<file path="src/pot_scan_change_detect_macros.svh">
// Assertion macros for the pot scanner RTL.
// Depends on nothing; included by pscd_evser, which checks its own logic.
`ifndef POT_SCAN_CHANGE_DETECT_MACROS_SVH
`define POT_SCAN_CHANGE_DETECT_MACROS_SVH

// same-cycle implication
`define PSCD_ASSERT_NOW(lbl, clk, rst_n, ante, cons, msg) \
	lbl: assert property (@(posedge clk) disable iff (!rst_n) (ante) |-> (cons)) \
		else $error(msg);

// next-cycle implication
`define PSCD_ASSERT_NEXT(lbl, clk, rst_n, ante, cons, msg) \
	lbl: assert property (@(posedge clk) disable iff (!rst_n) (ante) |=> (cons)) \
		else $error(msg);

`endif

</file>
<file path="src/pscd_pkg.sv">
// Package for the pot scanner: field widths, defaults and the frame record type.
// Depends on nothing; used by every module of the block.
`timescale 1ns / 1ps
`default_nettype none

package pscd_pkg;

	localparam int SAMPLE_W       = 12;
	localparam int VALUE_W        = 7;
	localparam int VALUE_SHIFT    = 5;
	localparam int POT_W          = 5;
	localparam int MSEL_W         = 3;
	localparam int IN_FIELDS      = 4;
	localparam int LANE_W         = $clog2(IN_FIELDS);
	localparam int DEF_NUM_GROUPS = 8;
	localparam int DEF_CHANNELS   = 4;

	typedef logic [IN_FIELDS-1:0][VALUE_W-1:0] val_vec_t;

	typedef struct packed {
		logic [IN_FIELDS-1:0] chg;
		val_vec_t             val;
		logic [POT_W-1:0]     base;
		logic [MSEL_W-1:0]    msel;
	} frm_t;

endpackage

`default_nettype wire

</file>
<file path="src/pot_scan_change_detect.sv">
// Top level of the multiplexed pot scanner with change detection.
// Depends on pscd_pkg, pscd_detect and pscd_evser.
//
// Usage:
//   s_* carries one conversion frame per beat: four 12-bit samples of the
//   current mux group. m_* carries change events: pot index, new 7-bit value,
//   next mux select, with tuser[0] = changed and tlast on the final event of
//   the frame. A frame with no change gives a single beat with changed low.
//   A frame passes the input register and then the event buffer register
//   before its first event shows on m_*. The event buffer emits one change
//   per output beat, so a frame gives one beat per event it produces (1 to
//   4); the next frame is taken into the input register while the current frame's events drain.
//   Reset clears the last-value store to zero, the group select to zero and
//   all valid flags. When the receiver stalls, the event buffer holds its
//   beat, one more frame waits in the input register, then s_tready drops.
`timescale 1ns / 1ps
`default_nettype none

module pot_scan_change_detect #(
	parameter int NUM_GROUPS = pscd_pkg::DEF_NUM_GROUPS,
	parameter int CHANNELS   = pscd_pkg::DEF_CHANNELS
) (
	input  wire logic        clk,
	input  wire logic        arst_n,
	input  wire logic        s_tvalid,
	output logic             s_tready,
	input  wire logic [47:0] s_tdata,  // sample_0[11:0], sample_1[23:12], sample_2[35:24], sample_3[47:36]
	output logic             m_tvalid,
	input  wire logic        m_tready,
	output logic [15:0]      m_tdata,  // pot_index[4:0], pot_value[11:5], mux_select[14:12]
	output logic [0:0]       m_tuser,  // changed[0]
	output logic             m_tlast
);

	logic               valid_s1;
	pscd_pkg::val_vec_t val_s1;
	pscd_pkg::val_vec_t val_in;
	pscd_pkg::frm_t     frm;
	logic               ser_ready;
	logic               advance;

	always_comb begin
		for (int c = 0; c < pscd_pkg::IN_FIELDS; c++) begin
			val_in[c] = s_tdata[c*pscd_pkg::SAMPLE_W + pscd_pkg::VALUE_SHIFT +: pscd_pkg::VALUE_W];
		end
	end

	assign advance  = valid_s1 && ser_ready;
	assign s_tready = !valid_s1 || ser_ready;

	always_ff @(posedge clk or negedge arst_n) begin
		if (!arst_n) begin
			valid_s1 <= 1'b0;
		end else if (s_tvalid && s_tready) begin
			valid_s1 <= 1'b1;
		end else if (advance) begin
			valid_s1 <= 1'b0;
		end
	end

	always_ff @(posedge clk) begin
		if (s_tvalid && s_tready) begin
			val_s1 <= val_in;
		end
	end

	pscd_detect #(
		.NUM_GROUPS(NUM_GROUPS),
		.CHANNELS  (CHANNELS)
	) u_detect (
		.clk    (clk),
		.arst_n (arst_n),
		.val_s1 (val_s1),
		.advance(advance),
		.frm    (frm)
	);

	pscd_evser u_evser (
		.clk     (clk),
		.arst_n  (arst_n),
		.frm     (frm),
		.in_valid(valid_s1),
		.in_ready(ser_ready),
		.m_tvalid(m_tvalid),
		.m_tready(m_tready),
		.m_tdata (m_tdata),
		.m_tuser (m_tuser),
		.m_tlast (m_tlast)
	);

endmodule

`default_nettype wire

</file>
<file path="src/pscd_detect.sv">
// Last-value store, group select counter and per-channel change compare.
// Depends on pscd_pkg.
`timescale 1ns / 1ps
`default_nettype none

module pscd_detect #(
	parameter int NUM_GROUPS = pscd_pkg::DEF_NUM_GROUPS,
	parameter int CHANNELS   = pscd_pkg::DEF_CHANNELS
) (
	input  wire logic              clk,
	input  wire logic              arst_n,
	input  wire pscd_pkg::val_vec_t val_s1,
	input  wire logic              advance,
	output pscd_pkg::frm_t         frm
);

	localparam int SCAN   = (CHANNELS < pscd_pkg::IN_FIELDS) ? CHANNELS : pscd_pkg::IN_FIELDS;
	localparam int SEL_W  = (NUM_GROUPS > 2) ? $clog2(NUM_GROUPS) : 1;
	localparam int FULL_W = $clog2(NUM_GROUPS * CHANNELS) + 1;

	logic [pscd_pkg::VALUE_W-1:0] store_q [SCAN][NUM_GROUPS];
	logic [SEL_W-1:0]             sel_q;
	logic [SEL_W-1:0]             sel_next;
	logic [FULL_W-1:0]            base_full;

	assign sel_next  = (sel_q == SEL_W'(NUM_GROUPS - 1)) ? '0 : sel_q + 1'b1;
	assign base_full = FULL_W'(sel_q) * FULL_W'(CHANNELS);

	always_comb begin
		frm      = '0;
		frm.base = pscd_pkg::POT_W'(base_full);
		frm.msel = pscd_pkg::MSEL_W'(sel_next);
		for (int c = 0; c < SCAN; c++) begin
			frm.val[c] = val_s1[c];
			frm.chg[c] = (store_q[c][sel_q] != val_s1[c]);
		end
	end

	always_ff @(posedge clk or negedge arst_n) begin
		if (!arst_n) begin
			sel_q <= '0;
			for (int c = 0; c < SCAN; c++) begin
				for (int g = 0; g < NUM_GROUPS; g++) begin
					store_q[c][g] <= '0;
				end
			end
		end else if (advance) begin
			sel_q <= sel_next;
			for (int c = 0; c < SCAN; c++) begin
				if (frm.chg[c]) begin
					store_q[c][sel_q] <= val_s1[c];
				end
			end
		end
	end

endmodule

`default_nettype wire

</file>
<file path="src/pscd_evser.sv">
// Event buffer: holds one frame's change record and emits one beat per change, or one no-change beat.
// Depends on pscd_pkg and pot_scan_change_detect_macros.svh.
`timescale 1ns / 1ps
`default_nettype none
`include "pot_scan_change_detect_macros.svh"

module pscd_evser (
	input  wire logic          clk,
	input  wire logic          arst_n,
	input  wire pscd_pkg::frm_t frm,
	input  wire logic          in_valid,
	output logic               in_ready,
	output logic               m_tvalid,
	input  wire logic          m_tready,
	output logic [15:0]        m_tdata,  // pot_index[4:0], pot_value[11:5], mux_select[14:12]
	output logic [0:0]         m_tuser,  // changed[0]
	output logic               m_tlast
);

	logic                                   valid_q;
	logic [pscd_pkg::IN_FIELDS-1:0]         pend_q;
	pscd_pkg::val_vec_t                     val_q;
	logic [pscd_pkg::POT_W-1:0]             base_q;
	logic [pscd_pkg::MSEL_W-1:0]            msel_q;
	logic [pscd_pkg::IN_FIELDS-1:0]         rest;
	logic [pscd_pkg::LANE_W-1:0]            idx;
	logic                                   found;
	logic                                   chg;
	logic                                   fin;
	logic                                   beat;
	logic                                   load;
	logic [pscd_pkg::POT_W-1:0]             pot_index;
	logic [pscd_pkg::VALUE_W-1:0]           pot_value;

	always_comb begin
		idx   = '0;
		found = 1'b0;
		for (int i = 0; i < pscd_pkg::IN_FIELDS; i++) begin
			if (pend_q[i] && !found) begin
				idx   = pscd_pkg::LANE_W'(i);
				found = 1'b1;
			end
		end
	end

	assign rest      = pend_q & (pend_q - 1'b1);
	assign chg       = |pend_q;
	assign fin       = (rest == '0);
	assign beat      = valid_q && m_tready;
	assign in_ready  = !valid_q || (m_tready && fin);
	assign load      = in_valid && in_ready;
	assign pot_index = chg ? base_q + pscd_pkg::POT_W'(idx) : '0;
	assign pot_value = chg ? val_q[idx] : '0;

	assign m_tvalid = valid_q;
	assign m_tdata  = {1'b0, msel_q, pot_value, pot_index};
	assign m_tuser  = chg;
	assign m_tlast  = fin;

	always_ff @(posedge clk or negedge arst_n) begin
		if (!arst_n) begin
			valid_q <= 1'b0;
			pend_q  <= '0;
		end else if (load) begin
			valid_q <= 1'b1;
			pend_q  <= frm.chg;
		end else if (beat) begin
			pend_q <= rest;
			if (fin) begin
				valid_q <= 1'b0;
			end
		end
	end

	always_ff @(posedge clk) begin
		if (load) begin
			val_q  <= frm.val;
			base_q <= frm.base;
			msel_q <= frm.msel;
		end
	end

	`PSCD_ASSERT_NOW(a_nochg_is_last, clk, arst_n, valid_q && !chg, fin, "no-change beat not last")
	`PSCD_ASSERT_NEXT(a_more_follow, clk, arst_n, beat && !fin, valid_q && chg, "frame events lost")
	`PSCD_ASSERT_NEXT(a_drain_empty, clk, arst_n, beat && fin && !load, !valid_q, "beat repeated")
	`PSCD_ASSERT_NEXT(a_msel_hold, clk, arst_n, beat && !fin, $stable(msel_q), "select moved mid-frame")

endmodule

`default_nettype wire
</file>
<file path="config.mk">
export PLATFORM = sky130hd
export DESIGN_NAME = pot_scan_change_detect
export DESIGN_NICKNAME = d
export VERILOG_FILES = /design/src/pscd_pkg.sv /design/src/pot_scan_change_detect.sv /design/src/pscd_detect.sv /design/src/pscd_evser.sv
export VERILOG_INCLUDE_DIRS = /design/src /design/src/src
export SDC_FILE = /design/constraint.sdc
export NUM_CORES = 1
export LEC_CHECK = 0
export BUFFER_PORTS_ARGS = -buffer_cell sky130_fd_sc_hd__buf_2
export CORE_ASPECT_RATIO = 1.25
export CORE_UTILIZATION = 30
export CTS_BUF_LIST = sky130_fd_sc_hd__clkbuf_8 sky130_fd_sc_hd__clkbuf_16
export DETAILED_ROUTE_END_ITERATION = 16
export GPL_ROUTABILITY_DRIVEN = 1
export PLACE_DENSITY = 0.57
export SYNTH_ARGS = -nofsm -noshare
export SYNTH_HDL_FRONTEND = slang
export SYNTH_SLANG_ARGS = --single-unit
</file>
<file path="constraint.sdc">
create_clock -name clk -period 8.05 [get_ports clk]
set_input_delay 2.0125 -clock clk [delete_from_list [all_inputs] [get_ports clk]]
set_output_delay 2.0125 -clock clk [all_outputs]
set_load 0.1 [all_outputs]
</file>
==> run metrics <==
routed vias/inst just under 5; placed inst area roughly 14,000 sq um; hpwl dp between 15 and 20 mm; H-tree levels 2; RSZ-0062 raised after global routing false; Post-synth top flop dfrtp_1; global route overflow 0; Async S/R FF share, synth 0.790; Final Power between 7 and 8 mW; pre-CTS setup slack around 2.8 ns; final WL ~29 mm; reg2reg end u_detect.store_q[117]; GPL Wtd Cong 0.750; Synth Area per Inst between 15 and 20 sq um; cell taking the most area after synthesis dfrtp_1; worst r2r src u_evser.pend_q[0]; DR vias around 7,100; Rows 85; Critical Path RT 6.04 ns; DR pass1 iterations 4; crit-path max FO 3; CTS sink count between 200 and 300; WS Path Type in2out; Iter 0 DRT Violations 430; Worst Slack Setup Final ~3.3 ns; CTS clock-pin slew for the worst setup and hold paths approximately 0.060 ns; gr usage total 0.135; Synth cell types 47; Root Buffer clkbuf_16; CP top delay family buffers and inverters; Bufs and invs on worst path 2; worst hold path class reg2reg; most frequent cell after synthesis mux2_2; core footprint about 43,000 sq um; fmax between 200 and 250 MHz; reg2reg path depth 10; I/O Buffers 50; number of nets with antenna violations after routing 0; power per cell area approximately 470 nW/um^2; share of layout cells above drive strength 1 0.487; hold_sp u_detect.store_q[175]; CP endpoint kind output pin; register area share after synthesis 0.580; Final Hold Fails 0; main area contributors after synthesis dfrtp_1 44%, mux2_2 21%, edfxtp_1 14%; final worst path period share 0.595; worst hold stages 1; Layout Utilization 0.350; post-synthesis register bit count just under 300; post-synth top area share 0.440; latest clock arrival within the worst-skew pair 0.50 ns; hold_buf cts 0; max-slew violations 0; Post-route DRC 0; fin nets just over 900; Worst path slowest cell buf_2; CP most frequent cell buf_2; Die H ~240 microns; Fin Clk Skew between 0.015 and 0.02 ns; mapped cell area about 13,000 sq um; Post-synth top cells 243 x mux2_2, 233 x dfrtp_1, 62 x edfxtp_1; # diodes 0; num ports between 70 and 80; Setup crit start kind input pin; post-CTS setup buffer count 0; status completed; critical path cell sequence buf_2 > a21boi_0 > nand2_1 > buf_2; Starting Density 0.306; vias in the first global route between 7,000 and 8,000; maximum vdd drop approximately 0.00067 V; die area 45,000 sq um; initial antenna violation count 0; EDFF count, synth 62; Static Leakage 6.25 nW; Tmin final 4.79 ns; reg2reg setup slack around 3.5 ns; Fill cells just over 4,000; Setup violations, final 0; layout overhead on the synthesized area 14.4%; Max Root-Sink Buffers 3; max cap viols 0; yosys warns 0; # resized after CTS 0; total negative setup slack 0 ns; WL/cell slightly above 20 microns; CTS tree built; Mapped Nets 882; first-pass GRT wire length 46.3 mm; crit path DAT about 2.8 ns; worst slew pin tran roughly 1.3 ns; total CTS buffers 35; Die W approximately 190 microns; Final Instance Area around 15,000 sq um; hold endpoint u_detect.store_q[175]; Critical Path Max Stage Delay around 0.43 ns; largest net degree at the start of global routing between 150 and 200; Synth Instances between 800 and 900; Slew HR 0.157
-- where the power goes --
group	switching, mW	leakage, nW	total [mW]	internal (mW)
clock	0.600	0.596	1.55	0.951
combinational	1.52	2.15	2.77	1.25
sequential	0.500	3.50	2.74	2.24
total	2.62	6.25	7.06	4.44
-- kinds of logic (layout without fill, tap and decap cells) --
group	after synthesis	count (layout)	synth area share
flops	295	295	0.580
other cells	1	1	0.000283
mux	325	325	0.311
buf+inv	66	128	0.0239
simple gates	77	77	0.0470
xor+xnor	26	26	0.0172
fa+ha+maj	3	3	0.00264
compound gates	35	35	0.0176
-- placed cells by master, fill, tap and decap left out, types with 4 or more instances in the layout --
cell / n
clkinv_2: 4
nor2_1: 5
o21ai_0: 6
edfxtp_1: 62
nand2b_1: 5
xor2_1: 18
buf_2: 49
xnor2_1: 8
o22ai_1: 12
a21oi_1: 4
clkinv_1: 6
buf_4: 8
inv_1: 13
nor4_2: 12
nand2_1: 6
mux2_2: 243
and2_1: 7
nor3_2: 12
nand4_1: 6
mux4_2: 45
a221oi_1: 6
dfrtp_1: 230
clkbuf_16: 37
mux2i_1: 37
nor2b_1: 5
-- metal layers --
layer  vias to the layer above  routed length [microns]  track usage
met5                         -                        0            0
met4                         0                      593       0.0406
met3                        36                     1380       0.0261
met2                       134                    13500        0.205
met1                      3760                    14000        0.193
li1                       3177                        -            -
-- how the worst max path moves through the flow --
stage,start,endpoint,cells past startpoint
after floorplan,u_evser.pend_q[0],s_tready,4
after global placement,m_tready,u_detect.store_q[58],9
after detailed placement,m_tready,u_detect.store_q[115],9
after CTS,m_tready,s_tready,4
after global routing,m_tready,u_detect.store_q[115],9
final,m_tready,s_tready,4
-- final cells by class --
type / count / area [sq um] / share of cell area
clock buffers: 40 / 967 / 0.0638
clock inverters: 23 / 176 / 0.0116
flip-flops and latches: 295 / 7700 / 0.508
well taps: 565 / 707 / 0.0466
inverters: 6 / 22.5 / 0.00149
repair buffers: 59 / 340 / 0.0225
multi-input cells: 467 / 5240 / 0.346
-- state kept, by name (all words and copies together) (netlist names), 3 cells and up --
signal            flops
u_detect.sel_q        3
u_evser.base_q        3
val_s1               28
u_evser.msel_q        3
u_detect.store_q    224
u_evser.val_q        28
u_evser.pend_q        4
-- metrics by stage --
stage               instances  hold slack [ns]
CTS                      1455            0.500
finish                   1455            0.497
global placement         1392            0.482
global route             1455            0.507
detailed placement       1392            0.487
floorplan                 828            0.424
-- worst reg2reg max path, stage by stage (launching register included) --
cell,delay (ns)
dfrtp_1,0.43
maj3_1,0.36
o21ai_0,0.52
a21boi_0,0.24
nand2b_1,0.19
buf_4,0.23
inv_2,0.07
buf_4,0.45
nand2_1,0.61
nor3_2,0.95
mux2_2,0.42
No activity file was read; power rests on OpenSTA's default activity.
